`config.mk`:
```
export PLATFORM = sky130hd
export DESIGN_NAME = weighted_fair_task_scheduler_top
export DESIGN_NICKNAME = d
export VERILOG_FILES = /design/src/sv/wfts_pkg.sv /design/src/sv/wfts_csr.sv /design/src/sv/wfts_mem.sv /design/src/sv/wfts_ctrl.sv /design/src/sv/weighted_fair_task_scheduler_top.sv
export SDC_FILE = /design/constraint.sdc
export NUM_CORES = 2
export LEC_CHECK = 0
export BUFFER_PORTS_ARGS = -buffer_cell sky130_fd_sc_hd__clkbuf_2
export CAP_MARGIN = 20
export CORE_ASPECT_RATIO = 1.75
export CORE_MARGIN = 4
export CORE_UTILIZATION = 60
export DETAILED_ROUTE_END_ITERATION = 7
export PLACE_DENSITY = 0.78
export SLEW_MARGIN = 15
export SYNTH_ARGS = -nofsm -noshare
export SYNTH_HDL_FRONTEND = slang
export SYNTH_SLANG_ARGS = --single-unit
```
`constraint.sdc`:
```
create_clock -name clock -period 7.6 [get_ports clock]
set_clock_uncertainty 0.15 [all_clocks]
set_input_delay 1.14 -clock clock [delete_from_list [all_inputs] [get_ports clock]]
set_output_delay 1.14 -clock clock [all_outputs]
set_load 0.01 [all_outputs]
```
`src/sv/wfts_pkg.sv`:
```
package wfts_pkg;

   localparam int DEF_MAX_TASKS = 16;
   localparam int DEF_VRUNTIME_BITS = 48;

   localparam int ID_BITS = 8;
   localparam int LEVEL_BITS = 3;
   localparam int OUT_VR_BITS = 48;
   localparam int STATUS_BITS = 2;
   localparam int WEIGHT_BITS = 16;
   localparam int NUM_LEVELS = 5;

   localparam int CSR_ADDR_BITS = 5;
   localparam int CSR_DATA_BITS = 32;
   localparam int REG_INDEX_BITS = 3;

   localparam logic [LEVEL_BITS-1:0] LEVEL_TOP = 3'd4;

   localparam logic ACTION_ADD = 1'b0;
   localparam logic ACTION_TICK = 1'b1;

   localparam logic [STATUS_BITS-1:0] STATUS_OK = 2'd0;
   localparam logic [STATUS_BITS-1:0] STATUS_FULL = 2'd1;
   localparam logic [STATUS_BITS-1:0] STATUS_EMPTY = 2'd2;

   localparam logic [REG_INDEX_BITS-1:0] REG_WEIGHT_NICE_0 = 3'd0;
   localparam logic [REG_INDEX_BITS-1:0] REG_WEIGHT_NICE_1 = 3'd1;
   localparam logic [REG_INDEX_BITS-1:0] REG_WEIGHT_NICE_2 = 3'd2;
   localparam logic [REG_INDEX_BITS-1:0] REG_WEIGHT_NICE_3 = 3'd3;
   localparam logic [REG_INDEX_BITS-1:0] REG_WEIGHT_NICE_4 = 3'd4;

   localparam logic [WEIGHT_BITS-1:0] RESET_WEIGHT_NICE_0 = 16'd6400;
   localparam logic [WEIGHT_BITS-1:0] RESET_WEIGHT_NICE_1 = 16'd8000;
   localparam logic [WEIGHT_BITS-1:0] RESET_WEIGHT_NICE_2 = 16'd10000;
   localparam logic [WEIGHT_BITS-1:0] RESET_WEIGHT_NICE_3 = 16'd12500;
   localparam logic [WEIGHT_BITS-1:0] RESET_WEIGHT_NICE_4 = 16'd15625;

   typedef logic [WEIGHT_BITS-1:0] weight_type;
   typedef weight_type [NUM_LEVELS-1:0] weight_set_type;

endpackage

```
`src/sv/wfts_csr.sv`:
```
module wfts_csr
   import wfts_pkg::*;
(
   input  logic                     clock,
   input  logic                     reset,
   input  logic                     csr_psel,
   input  logic                     csr_penable,
   input  logic                     csr_pwrite,
   input  logic [CSR_ADDR_BITS-1:0] csr_paddr,
   input  logic [CSR_DATA_BITS-1:0] csr_pwdata,
   output logic [CSR_DATA_BITS-1:0] csr_prdata,
   output logic                     csr_pready,
   output weight_set_type           weights
);

   weight_set_type weights_ff, weights_in;
   logic [REG_INDEX_BITS-1:0] reg_index;
   logic write_en;

   assign reg_index = csr_paddr[CSR_ADDR_BITS-1:2];
   assign csr_pready = 1'b1;
   assign write_en = csr_psel && csr_penable && csr_pwrite && csr_pready;
   assign weights = weights_ff;

   always_comb begin
      weights_in = weights_ff;
      if (write_en) begin
         unique case (reg_index)
            REG_WEIGHT_NICE_0: weights_in[0] = csr_pwdata[WEIGHT_BITS-1:0];
            REG_WEIGHT_NICE_1: weights_in[1] = csr_pwdata[WEIGHT_BITS-1:0];
            REG_WEIGHT_NICE_2: weights_in[2] = csr_pwdata[WEIGHT_BITS-1:0];
            REG_WEIGHT_NICE_3: weights_in[3] = csr_pwdata[WEIGHT_BITS-1:0];
            REG_WEIGHT_NICE_4: weights_in[4] = csr_pwdata[WEIGHT_BITS-1:0];
            default: weights_in = weights_ff;
         endcase
      end
   end

   always_comb begin
      unique case (reg_index)
         REG_WEIGHT_NICE_0: csr_prdata = CSR_DATA_BITS'(weights_ff[0]);
         REG_WEIGHT_NICE_1: csr_prdata = CSR_DATA_BITS'(weights_ff[1]);
         REG_WEIGHT_NICE_2: csr_prdata = CSR_DATA_BITS'(weights_ff[2]);
         REG_WEIGHT_NICE_3: csr_prdata = CSR_DATA_BITS'(weights_ff[3]);
         REG_WEIGHT_NICE_4: csr_prdata = CSR_DATA_BITS'(weights_ff[4]);
         default: csr_prdata = '0;
      endcase
   end

   always_ff @(posedge clock) begin
      if (reset) begin
         weights_ff[0] <= RESET_WEIGHT_NICE_0;
         weights_ff[1] <= RESET_WEIGHT_NICE_1;
         weights_ff[2] <= RESET_WEIGHT_NICE_2;
         weights_ff[3] <= RESET_WEIGHT_NICE_3;
         weights_ff[4] <= RESET_WEIGHT_NICE_4;
      end else begin
         weights_ff <= weights_in;
      end
   end

endmodule

```
`src/sv/wfts_mem.sv`:
```
module wfts_mem #(
   parameter int DEPTH = 16,
   parameter int WIDTH = 59,
   parameter int ADDR_BITS = $clog2(DEPTH)
) (
   input  logic                 clock,
   input  logic                 wr_en,
   input  logic [ADDR_BITS-1:0] wr_addr,
   input  logic [WIDTH-1:0]     wr_data,
   input  logic [ADDR_BITS-1:0] rd_addr,
   output logic [WIDTH-1:0]     rd_data
);

   logic [WIDTH-1:0] slots_ff [DEPTH];
   logic [WIDTH-1:0] rd_data_ff;

   assign rd_data = rd_data_ff;

   always_ff @(posedge clock) begin
      if (wr_en) begin
         slots_ff[wr_addr] <= wr_data;
      end
      rd_data_ff <= slots_ff[rd_addr];
   end

endmodule

```
`src/sv/wfts_ctrl.sv`:
```
module wfts_ctrl
   import wfts_pkg::*;
#(
   parameter int MAX_TASKS = DEF_MAX_TASKS,
   parameter int VRUNTIME_BITS = DEF_VRUNTIME_BITS,
   parameter int IDX_BITS = $clog2(MAX_TASKS),
   parameter int ENTRY_BITS = ID_BITS + LEVEL_BITS + VRUNTIME_BITS
) (
   input  logic                   clock,
   input  logic                   reset,
   input  weight_set_type         weights,
   input  logic                   req_valid,
   output logic                   req_stall,
   input  logic                   req_action,
   input  logic [ID_BITS-1:0]     req_new_task_id,
   input  logic [LEVEL_BITS-1:0]  req_new_task_level,
   output logic                   rsp_valid,
   input  logic                   rsp_stall,
   output logic [ID_BITS-1:0]     rsp_running_id,
   output logic                   rsp_running_valid,
   output logic [OUT_VR_BITS-1:0] rsp_running_vruntime,
   output logic [STATUS_BITS-1:0] rsp_status,
   output logic                   mem_wr_en,
   output logic [IDX_BITS-1:0]    mem_wr_addr,
   output logic [ENTRY_BITS-1:0]  mem_wr_data,
   output logic [IDX_BITS-1:0]    mem_rd_addr,
   input  logic [ENTRY_BITS-1:0]  mem_rd_data
);

   localparam int CNT_BITS = $clog2(MAX_TASKS + 1);

   localparam logic [2:0] ST_IDLE = 3'd0;
   localparam logic [2:0] ST_CHARGE = 3'd1;
   localparam logic [2:0] ST_SCAN = 3'd2;
   localparam logic [2:0] ST_PUT = 3'd3;
   localparam logic [2:0] ST_FRONT = 3'd4;
   localparam logic [2:0] ST_RESP = 3'd5;

   logic [2:0] state_ff, state_in;
   logic [CNT_BITS-1:0] count_ff, count_in;
   logic [CNT_BITS-1:0] pos_ff, pos_in;
   logic [IDX_BITS-1:0] head_ff, head_in;
   logic [IDX_BITS-1:0] wr_ptr_ff, wr_ptr_in;
   logic [IDX_BITS-1:0] rd_ptr_ff, rd_ptr_in;
   logic [ID_BITS-1:0] key_id_ff, key_id_in;
   logic [LEVEL_BITS-1:0] key_level_ff, key_level_in;
   logic [VRUNTIME_BITS-1:0] key_vr_ff, key_vr_in;
   logic [STATUS_BITS-1:0] status_ff, status_in;

   logic rsp_valid_ff, rsp_valid_in;
   logic [ID_BITS-1:0] rsp_id_ff, rsp_id_in;
   logic rsp_run_valid_ff, rsp_run_valid_in;
   logic [OUT_VR_BITS-1:0] rsp_vr_ff, rsp_vr_in;
   logic [STATUS_BITS-1:0] rsp_status_ff, rsp_status_in;

   logic [ID_BITS-1:0] rd_id;
   logic [LEVEL_BITS-1:0] rd_level;
   logic [VRUNTIME_BITS-1:0] rd_vr;
   logic [CNT_BITS:0] tail_sum;
   logic [IDX_BITS-1:0] tail;
   logic [VRUNTIME_BITS:0] charge_sum;
   logic [VRUNTIME_BITS-1:0] charged_vr;
   logic [OUT_VR_BITS+VRUNTIME_BITS-1:0] vr_wide;
   logic rsp_take;

   function automatic logic [IDX_BITS-1:0] ptr_dec(input logic [IDX_BITS-1:0] ptr);
      if (ptr == '0) begin
         return IDX_BITS'(MAX_TASKS - 1);
      end
      return ptr - 1'b1;
   endfunction

   function automatic logic [IDX_BITS-1:0] ptr_inc(input logic [IDX_BITS-1:0] ptr);
      if (ptr == IDX_BITS'(MAX_TASKS - 1)) begin
         return '0;
      end
      return ptr + 1'b1;
   endfunction

   function automatic logic [LEVEL_BITS-1:0] clamp_level(input logic [LEVEL_BITS-1:0] lvl);
      if (lvl > LEVEL_TOP) begin
         return LEVEL_TOP;
      end
      return lvl;
   endfunction

   assign rd_id = mem_rd_data[ENTRY_BITS-1 -: ID_BITS];
   assign rd_level = mem_rd_data[VRUNTIME_BITS +: LEVEL_BITS];
   assign rd_vr = mem_rd_data[VRUNTIME_BITS-1:0];

   assign tail_sum = (CNT_BITS+1)'(head_ff) + (CNT_BITS+1)'(count_ff);
   assign tail = (tail_sum >= (CNT_BITS+1)'(MAX_TASKS)) ?
                 IDX_BITS'(tail_sum - (CNT_BITS+1)'(MAX_TASKS)) : IDX_BITS'(tail_sum);

   assign charge_sum = {1'b0, rd_vr} + (VRUNTIME_BITS+1)'(weights[clamp_level(rd_level)]);
   assign charged_vr = charge_sum[VRUNTIME_BITS] ? '1 : charge_sum[VRUNTIME_BITS-1:0];

   assign vr_wide = {{OUT_VR_BITS{1'b0}}, rd_vr};

   assign req_stall = (state_ff != ST_IDLE);
   assign rsp_take = rsp_valid_ff && !rsp_stall;

   assign rsp_valid = rsp_valid_ff;
   assign rsp_running_id = rsp_id_ff;
   assign rsp_running_valid = rsp_run_valid_ff;
   assign rsp_running_vruntime = rsp_vr_ff;
   assign rsp_status = rsp_status_ff;

   always_comb begin
      state_in = state_ff;
      count_in = count_ff;
      pos_in = pos_ff;
      head_in = head_ff;
      wr_ptr_in = wr_ptr_ff;
      rd_ptr_in = rd_ptr_ff;
      key_id_in = key_id_ff;
      key_level_in = key_level_ff;
      key_vr_in = key_vr_ff;
      status_in = status_ff;
      rsp_valid_in = rsp_valid_ff && !rsp_take;
      rsp_id_in = rsp_id_ff;
      rsp_run_valid_in = rsp_run_valid_ff;
      rsp_vr_in = rsp_vr_ff;
      rsp_status_in = rsp_status_ff;
      mem_wr_en = 1'b0;
      mem_wr_addr = wr_ptr_ff;
      mem_wr_data = {key_id_ff, key_level_ff, key_vr_ff};
      mem_rd_addr = head_ff;

      unique case (state_ff)
         ST_IDLE: begin
            if (req_valid) begin
               status_in = STATUS_OK;
               if (req_action == ACTION_ADD) begin
                  if (count_ff == CNT_BITS'(MAX_TASKS)) begin
                     status_in = STATUS_FULL;
                     state_in = ST_FRONT;
                  end else begin
                     key_id_in = req_new_task_id;
                     key_level_in = clamp_level(req_new_task_level);
                     key_vr_in = '0;
                     pos_in = count_ff;
                     wr_ptr_in = tail;
                     rd_ptr_in = ptr_dec(tail);
                     mem_rd_addr = ptr_dec(tail);
                     state_in = (count_ff == '0) ? ST_PUT : ST_SCAN;
                  end
               end else begin
                  if (count_ff == '0) begin
                     status_in = STATUS_EMPTY;
                     state_in = ST_FRONT;
                  end else begin
                     state_in = ST_CHARGE;
                  end
               end
            end
         end
         ST_CHARGE: begin
            key_id_in = rd_id;
            key_level_in = rd_level;
            key_vr_in = charged_vr;
            head_in = ptr_inc(head_ff);
            count_in = count_ff - 1'b1;
            pos_in = count_ff - 1'b1;
            wr_ptr_in = tail;
            rd_ptr_in = ptr_dec(tail);
            mem_rd_addr = ptr_dec(tail);
            state_in = (count_ff == CNT_BITS'(1)) ? ST_PUT : ST_SCAN;
         end
         ST_SCAN: begin
            mem_wr_en = 1'b1;
            if (rd_vr > key_vr_ff) begin
               mem_wr_data = mem_rd_data;
               wr_ptr_in = rd_ptr_ff;
               rd_ptr_in = ptr_dec(rd_ptr_ff);
               mem_rd_addr = ptr_dec(rd_ptr_ff);
               pos_in = pos_ff - 1'b1;
               if (pos_ff == CNT_BITS'(1)) begin
                  state_in = ST_PUT;
               end
            end else begin
               count_in = count_ff + 1'b1;
               state_in = ST_FRONT;
            end
         end
         ST_PUT: begin
            mem_wr_en = 1'b1;
            count_in = count_ff + 1'b1;
            state_in = ST_FRONT;
         end
         ST_FRONT: begin
            state_in = ST_RESP;
         end
         ST_RESP: begin
            if (!rsp_valid_ff || rsp_take) begin
               rsp_valid_in = 1'b1;
               rsp_status_in = status_ff;
               if (count_ff != '0) begin
                  rsp_id_in = rd_id;
                  rsp_run_valid_in = 1'b1;
                  rsp_vr_in = vr_wide[OUT_VR_BITS-1:0];
               end else begin
                  rsp_id_in = '0;
                  rsp_run_valid_in = 1'b0;
                  rsp_vr_in = '0;
               end
               state_in = ST_IDLE;
            end
         end
         default: begin
            state_in = ST_IDLE;
         end
      endcase
   end

   always_ff @(posedge clock) begin
      if (reset) begin
         state_ff <= ST_IDLE;
         count_ff <= '0;
         head_ff <= '0;
         rsp_valid_ff <= 1'b0;
      end else begin
         state_ff <= state_in;
         count_ff <= count_in;
         head_ff <= head_in;
         rsp_valid_ff <= rsp_valid_in;
      end
   end

   always_ff @(posedge clock) begin
      pos_ff <= pos_in;
      wr_ptr_ff <= wr_ptr_in;
      rd_ptr_ff <= rd_ptr_in;
      key_id_ff <= key_id_in;
      key_level_ff <= key_level_in;
      key_vr_ff <= key_vr_in;
      status_ff <= status_in;
      rsp_id_ff <= rsp_id_in;
      rsp_run_valid_ff <= rsp_run_valid_in;
      rsp_vr_ff <= rsp_vr_in;
      rsp_status_ff <= rsp_status_in;
   end

endmodule

```
`src/sv/weighted_fair_task_scheduler_top.sv`:
```
// Keeps up to MAX_TASKS tasks in a table memory sorted by virtual runtime and reports the front
// (running) task once for every request transaction. An add places a task by an insertion
// scan, and a tick charges the front task and places it again. The scan moves each stored
// entry with a larger runtime than the task being placed, one entry a cycle through the
// single read port of the table memory. One request is worked on at a time, and the next is
// taken while the previous response waits. The user must write the weights through the APB
// port only while no transaction is in progress; the block itself does not enforce this. The
// table needs no clearing after reset, because the task count bounds every read.
module weighted_fair_task_scheduler_top
   import wfts_pkg::*;
#(
   parameter int MAX_TASKS = DEF_MAX_TASKS,
   parameter int VRUNTIME_BITS = DEF_VRUNTIME_BITS
) (
   input  logic                     clock,
   input  logic                     reset,
   input  logic                     req_valid,
   output logic                     req_stall,
   input  logic                     req_action,
   input  logic [ID_BITS-1:0]       req_new_task_id,
   input  logic [LEVEL_BITS-1:0]    req_new_task_level,
   output logic                     rsp_valid,
   input  logic                     rsp_stall,
   output logic [ID_BITS-1:0]       rsp_running_id,
   output logic                     rsp_running_valid,
   output logic [OUT_VR_BITS-1:0]   rsp_running_vruntime,
   output logic [STATUS_BITS-1:0]   rsp_status,
   input  logic                     csr_psel,
   input  logic                     csr_penable,
   input  logic                     csr_pwrite,
   input  logic [CSR_ADDR_BITS-1:0] csr_paddr,
   input  logic [CSR_DATA_BITS-1:0] csr_pwdata,
   output logic [CSR_DATA_BITS-1:0] csr_prdata,
   output logic                     csr_pready
);

   localparam int IDX_BITS = $clog2(MAX_TASKS);
   localparam int ENTRY_BITS = ID_BITS + LEVEL_BITS + VRUNTIME_BITS;

   weight_set_type weights;
   logic mem_wr_en;
   logic [IDX_BITS-1:0] mem_wr_addr;
   logic [ENTRY_BITS-1:0] mem_wr_data;
   logic [IDX_BITS-1:0] mem_rd_addr;
   logic [ENTRY_BITS-1:0] mem_rd_data;

   wfts_csr u_csr (
      .clock       (clock),
      .reset       (reset),
      .csr_psel    (csr_psel),
      .csr_penable (csr_penable),
      .csr_pwrite  (csr_pwrite),
      .csr_paddr   (csr_paddr),
      .csr_pwdata  (csr_pwdata),
      .csr_prdata  (csr_prdata),
      .csr_pready  (csr_pready),
      .weights     (weights)
   );

   wfts_mem #(
      .DEPTH     (MAX_TASKS),
      .WIDTH     (ENTRY_BITS),
      .ADDR_BITS (IDX_BITS)
   ) u_mem (
      .clock   (clock),
      .wr_en   (mem_wr_en),
      .wr_addr (mem_wr_addr),
      .wr_data (mem_wr_data),
      .rd_addr (mem_rd_addr),
      .rd_data (mem_rd_data)
   );

   wfts_ctrl #(
      .MAX_TASKS     (MAX_TASKS),
      .VRUNTIME_BITS (VRUNTIME_BITS),
      .IDX_BITS      (IDX_BITS),
      .ENTRY_BITS    (ENTRY_BITS)
   ) u_ctrl (
      .clock                (clock),
      .reset                (reset),
      .weights              (weights),
      .req_valid            (req_valid),
      .req_stall            (req_stall),
      .req_action           (req_action),
      .req_new_task_id      (req_new_task_id),
      .req_new_task_level   (req_new_task_level),
      .rsp_valid            (rsp_valid),
      .rsp_stall            (rsp_stall),
      .rsp_running_id       (rsp_running_id),
      .rsp_running_valid    (rsp_running_valid),
      .rsp_running_vruntime (rsp_running_vruntime),
      .rsp_status           (rsp_status),
      .mem_wr_en            (mem_wr_en),
      .mem_wr_addr          (mem_wr_addr),
      .mem_wr_data          (mem_wr_data),
      .mem_rd_addr          (mem_rd_addr),
      .mem_rd_data          (mem_rd_data)
   );

endmodule

```
# ---- After elaboration in Yosys (flattened, before gate mapping)
# Memories as Yosys holds them, arrays and structs flattened. A register that Yosys moved wholly into a read port is not among the register bits.
# Cells that the tools add are included.
dict set report totals {
  out_inout_bits 94
  word_cells 173
  register_bits 226
  n_memories 1
  ram_bits 944
}
# name words width read_ports rd_clocked_by_memory_dff write_ports line_no
set mem_list {}
lappend mem_list {u_mem.slots_ff 16 59 1 1 1 wfts_mem.sv:14} ;# logic [WIDTH-1:0] slots_ff [DEPTH];
dict set report op_classes {
  addsub 9
  order_cmp 5
  n_mux 88
  reduce_logical 30
  n_eq_ne 20
}
# operator n
set op_table {}
lappend op_table {{2-to-1 mux 48 bit} 4}
lappend op_table {{2-to-1 mux 59 bit} 2}
lappend op_table {{one-hot mux 48 bit (2 select lines)} 1}
lappend op_table {{2-to-1 mux 4 bit} 20}
lappend op_table {{one-hot mux 16 bit (5 select lines)} 1}
lappend op_table {{adder 48 x 16 -> 49 bit} 1}
lappend op_table {{binary-select mux 16 bit (select 3 bit)} 1}
lappend op_table {{greater-than comparator 48 bit} 1}
lappend op_table {{2-to-1 mux 3 bit} 14}
lappend op_table {{one-hot mux 4 bit (3 select lines)} 3}
lappend op_table {{one-hot mux 5 bit (3 select lines)} 2}
lappend op_table {{2-to-1 mux 1 bit} 26}
lappend op_table {{2-to-1 mux 5 bit} 5}
lappend op_table {{2-to-1 mux 8 bit} 3}
lappend op_table {{one-hot mux 3 bit (6 select lines)} 1}
lappend op_table {{2-to-1 mux 16 bit} 1}
lappend op_table {{one-hot mux 8 bit (2 select lines)} 1}
lappend op_table {{AND reduction 2 bit} 8}
lappend op_table {{equality test 3 x 2 -> 1 bit, second input constant} 4}
lappend op_table {{subtractor 4 x 1 -> 4 bit, second input constant} 3}
lappend op_table {{equality test 5 x 1 -> 1 bit, second input constant} 2}
lappend op_table {{subtractor 5 x 1 -> 5 bit, second input constant} 2}
lappend op_table {{equality test 3 bit, second input constant} 3}
lappend op_table {{nonzero test 3 bit} 3}
lappend op_table {{26 further kinds} 40}

# ---- Depth between registers and ports, before layout
dict set report depth {
  depth_word 14
  mapped_depth 20
  depth_no_buf 17
}

# ---- By module
# A second synthesis with hierarchy kept.
dict set report unflattened {
  cells_unflattened 3026
  hier_area_um2 50598.5
}
# mod area_per_inst_um2 cells_per_inst n_inst
set modules_own_cells {}
lappend modules_own_cells {wfts_mem 36455.0 1522 1}
lappend modules_own_cells {wfts_ctrl 10187.3 1093 1}
lappend modules_own_cells {wfts_csr 3956.3 411 1}

# ---- Worst setup path before layout
# OpenSTA, ideal clock, no wires.
dict set report synth_timing {
  kind {register to register}
  startpoint {reg u_ctrl.state_ff[2]}
  endpoint {mem u_mem.slots_ff[4][0] (enable)}
  n_path_buf 1
  arrival_time_ps 5144
  synth_period_minus_slack_ps 5842
  setup_ps 548
  setup_slack_ps 1758
  t_required_ps 6902
  path_stages_with_launch 5
  cell_sequence {dfxtp_1 > clkbuf_1 > nor2_1 > nand3b_1 > nor3_1}
}
dict set report synth_between {
  elab_chain_len 5
  elab_cells_between_ends 6
}
# item line_no
set synth_lines {}
lappend synth_lines {{start, declared} wfts_ctrl.sv:39} ;# logic [2:0] state_ff, state_in;
lappend synth_lines {{start signal, assigned} wfts_ctrl.sv:223} ;# state_ff <= state_in;
lappend synth_lines {{equality test 3 x 2 -> 1 bit} wfts_ctrl.sv:130} ;# unique case (state_ff)
lappend synth_lines {{OR reduction 2 bit (no source line) (*)} -}
lappend synth_lines {{2-to-1 mux 1 bit (*)} wfts_ctrl.sv:130}
lappend synth_lines {{2-to-1 mux 1 bit (*)} wfts_mem.sv:20} ;# if (wr_en) begin
lappend synth_lines {{2-to-1 mux 1 bit (implied by the code) (*)} wfts_mem.sv:21} ;# slots_ff[wr_addr] <= wr_data;
lappend synth_lines {{end, declared} wfts_mem.sv:14}
# Mark *: on every way between the ends. The rest lies on a longest branch, timed or not.

# ---- Worst setup path in the final report
dict set report layout_timing {
  startpoint {reg u_mem.rd_data_ff[49], in the netlist u_mem.rd_data[49] (read register of u_mem.slots_ff)}
  endpoint {reg u_ctrl.key_vr_ff[10] (data pin)}
}
dict set report layout_between {
  elab_chain_len 8
}
# item line_no
set layout_lines {}
lappend layout_lines {{start, declared} wfts_mem.sv:15} ;# logic [WIDTH-1:0] rd_data_ff;
lappend layout_lines {{greater-than comparator 3 bit} wfts_ctrl.sv:81} ;# if (lvl > LEVEL_TOP) begin
lappend layout_lines {{2-to-1 mux 1 bit} wfts_ctrl.sv:81}
lappend layout_lines {{2-to-1 mux 3 bit (*)} wfts_ctrl.sv:84} ;# return lvl;
lappend layout_lines {{binary-select mux 16 bit (select 3 bit) (*)} wfts_ctrl.sv:95} ;# assign charge_sum = {1'b0, rd_vr} + (VRUNTIME_BITS+1)'(weights[clamp_level(rd_level)]);
lappend layout_lines {{2-to-1 mux 16 bit (implied by the code) (*)} wfts_ctrl.sv:95}
lappend layout_lines {{adder 48 x 16 -> 49 bit (*)} wfts_ctrl.sv:95}
lappend layout_lines {{2-to-1 mux 48 bit (*)} wfts_ctrl.sv:96} ;# assign charged_vr = charge_sum[VRUNTIME_BITS] ? '1 : charge_sum[VRUNTIME_BITS-1:0];
lappend layout_lines {{one-hot mux 48 bit (2 select lines) (*)} wfts_ctrl.sv:130}
lappend layout_lines {{end signal, assigned} wfts_ctrl.sv:236} ;# key_vr_ff <= key_vr_in;
lappend layout_lines {{end, declared} wfts_ctrl.sv:47} ;# logic [VRUNTIME_BITS-1:0] key_vr_ff, key_vr_in;
# Mark *: on every way between the ends. The rest lies on a longest branch, timed or not. The select of a mux whose other input is x is not followed.
# A chain may end at the register's enable or synchronous reset.

==> out/results.tsv <==
metric	value	unit
root_buffer	clkbuf_16	
whs	0.2692	ns
ys_seq_elements	1229	
grt_util_all_layers	27.28	%
cp_max_fo	32	
yosysTopAreaCellShare	63.82	%
start_util	60.65	%
syn_area_per_cell	14.50	um2
tns	0	ns
drtPass1Iterations	6	
outcome	finished, final reports clean	
die_y	392.5	um
maxCapViolCount	0	
crit_chain	buf_4, o21ai_0, o21ai_0, ha_1, inv_1, fa_1, nor2b_1, o21ai_0, a21boi_0, o21ai_0, a21oi_1, o21ai_1, a2111oi_2, nand3_2, buf_4, a21oi_1	
ys.flop_type	edfxtp_1	
ys_top_cells_by_area	edfxtp_1, mux2i_1, dfxtp_1, o22ai_1, nand2_1	
use_met1	34.34	%
drt-initial-drc-count	2849	
rsz0062_at_grt	false	
path_clk_slew	0.07	ns
synth_top_area_cell	edfxtp_1	
slew_headroom	18.69	%
leakage	20.87	nW
grt_use_met2	46.81	%
worst_pin_slew	1.220	ns
power_density	472.7	nW/um2
drive_gt1_share	12.44	%
finalCritPeriodShare	77.22	%
pin_count	150	
grt_util_met3	3.890	%
cts_hold_buf	0	
cts_resized	0	
place_congestion	0.8601	
placement.io_buffers	114	
wl_per_cell	25.95	um
critPathKind	reg -> reg	
clock_latency	0.70	ns
post-cts-setup-buffers	0	
path_buf_inv	3	
setup_ws	1.731	ns
dp_slack	1.731	ns
cts_sinks	1229	
ys_seq_area_share	69.83	%
ant_nets	0	
diodes	0	
critical_path_required	7.97	ns
wl	124000	um
cts_tree	built	
die_w	227.7	um
netlist_top_cells_count	edfxtp_1, mux2i_1, nand2_1, o22ai_1, a21oi_1	
ys_types	79	
grt_pass1_vias	30100	
clock_path_buffers	3	
path_delay_family	compound AO/OA/AOI/OAI gates	
start_kind	register	
cts_max_level	3	
rows	140	
cp_common_cell	o21ai_0	
netlist_area	50670	um2
dieArea	89360	um2
p_total	26.58	mW
finalCriticalPeriod	5.869	ns
final_util	67.31	%
ir_drop	1.073	mV
numCtsBuffers	102	
crit_slowest_cell	nand3_2	
ys_warn_count	0	
arrival	6.24	ns
drc	0	
setup_viol	0	
vias	30550	
cp-end-kind	register	
grt-ovfl-total	0	
grt_max_degree	137	
hold_viol	0	
worst_path_largest_cell_delay	0.94	ns
synth.most_common_cell	edfxtp_1	
fmaxAchievable	170.4	MHz
top_usage_layer	met2	
antenna_found_initial	0	
grt_pass1_wl	181700	um
area_growth	10.99	%
hold_class	reg -> reg	
layout.nets	3762	
drv_slew	0	
postSynthCellCount	3495	
synth-async-reset-ratio	0	%
core-area	83560	um2
synth_edf_count	1077	
vias_per_cell	6.392	
dp.final_hpwl	67170	um
r2r_slack	1.73	ns
==> path summary, 6_finish.rpt <==
kind	cells past startpoint	endpoint	startpoint
setup / recovery	16	u_ctrl.key_vr_ff[10]	u_mem.rd_data[49]
hold / removal	0	u_ctrl.rsp_status[0]	u_ctrl.status_ff[0]
setup reg to reg	16	u_ctrl.key_vr_ff[10]	u_mem.rd_data[49]
hold reg to reg	0	u_ctrl.rsp_status[0]	u_ctrl.status_ff[0]
==> flip-flops by register name, indices dropped and copies added (netlist names), 4 cells and up <==
signal / cells
u_mem.slots_ff: 944
u_csr.weights: 80
u_mem.rd_data: 59
u_ctrl.key_vr_ff: 48
u_ctrl.rsp_running_vruntime: 48
u_ctrl.key_id_ff: 8
u_ctrl.rsp_running_id: 8
u_ctrl.count_ff: 5
u_ctrl.pos_ff: 5
u_ctrl.head_ff: 4
u_ctrl.mem_wr_addr: 4
u_ctrl.rd_ptr_ff: 4
==> power breakdown <==
part,internal (mW),total (mW),switching (mW),leakage [nW]
logic,4.51,11.8,7.27,8.16
registers,8.96,9.45,0.494,11.0
clock network,3.02,5.35,2.33,1.68
==> final cells by class <==
| cell class | count | area [um2] |
|---|---|---|
| Clock buffer | 146 | 2910 |
| Clock inverter | 45 | 511.7 |
| Fill cell | 5507 | 27310 |
| Inverter | 86 | 322.8 |
| Multi-Input combinational cell | 1988 | 14320 |
| Sequential cell | 1229 | 35380 |
| Tap cell | 1065 | 1333 |
| Timing Repair Buffer | 220 | 1463 |
==> per-layer routing <==
layer	share of wire [%]	up-vias
li1	-	13560
met1	37	15160
met2	51	1487
met3	7.4	331
met4	4.5	0
met5	0	-
==> kinds of logic (layout without fill, tap and decap cells) <==
logic type / Yosys count / in the layout / share of synthesized area, %
fa+ha+maj: 79 / 79 / 1.980
mux: 531 / 531 / 10.57
flops: 1229 / 1229 / 69.83
simple gates: 694 / 694 / 6.758
xor+xnor: 52 / 52 / 0.8987
other cells: 2 / 17 / 0.01482
buf+inv: 293 / 497 / 2.563
compound gates: 615 / 615 / 7.395
==> cell usage in the layout, fill, tap and decap left out, types with 8 or more instances in the layout <==
master     netlist  routed
nand4_1         23      23
inv_1           85      84
dfxtp_1        152     152
o22ai_1        238     238
clkbuf_2         0     117
clkbuf_16        0     106
a21o_1          14      14
clkbuf_1       107      26
or4_1           59      59
mux2_2          31      31
clkinv_2         0      17
a221o_1         16      15
nand3_1         24      18
o21ai_0        115     112
nor2_1          74      60
nor2_4           0      14
a31oi_1         12      12
mux2i_1        500     500
bufinv_16        0      10
nor2b_1         56      56
nand2_1        337     336
a21oi_1        159     158
nand2b_1        12      12
ha_1            77      77
clkbuf_8         0      10
a211oi_1        10      10
nor3_1          24      16
conb_1           2      17
nand3b_1        32      32
and3_1          21      21
xnor2_1         22      22
nor3_2           0       8
xor2_1          30      30
edfxtp_1      1077    1077
buf_4           21      97
==> metrics by stage <==
stage                     area, um2  instances
after floorplan               50730       3510
after global placement        52760       4584
after detailed placement      52770       4586
after CTS                     56200       4777
after global routing          56240       4779
final                         56240       4779
(Power assumes the default switching activity.)
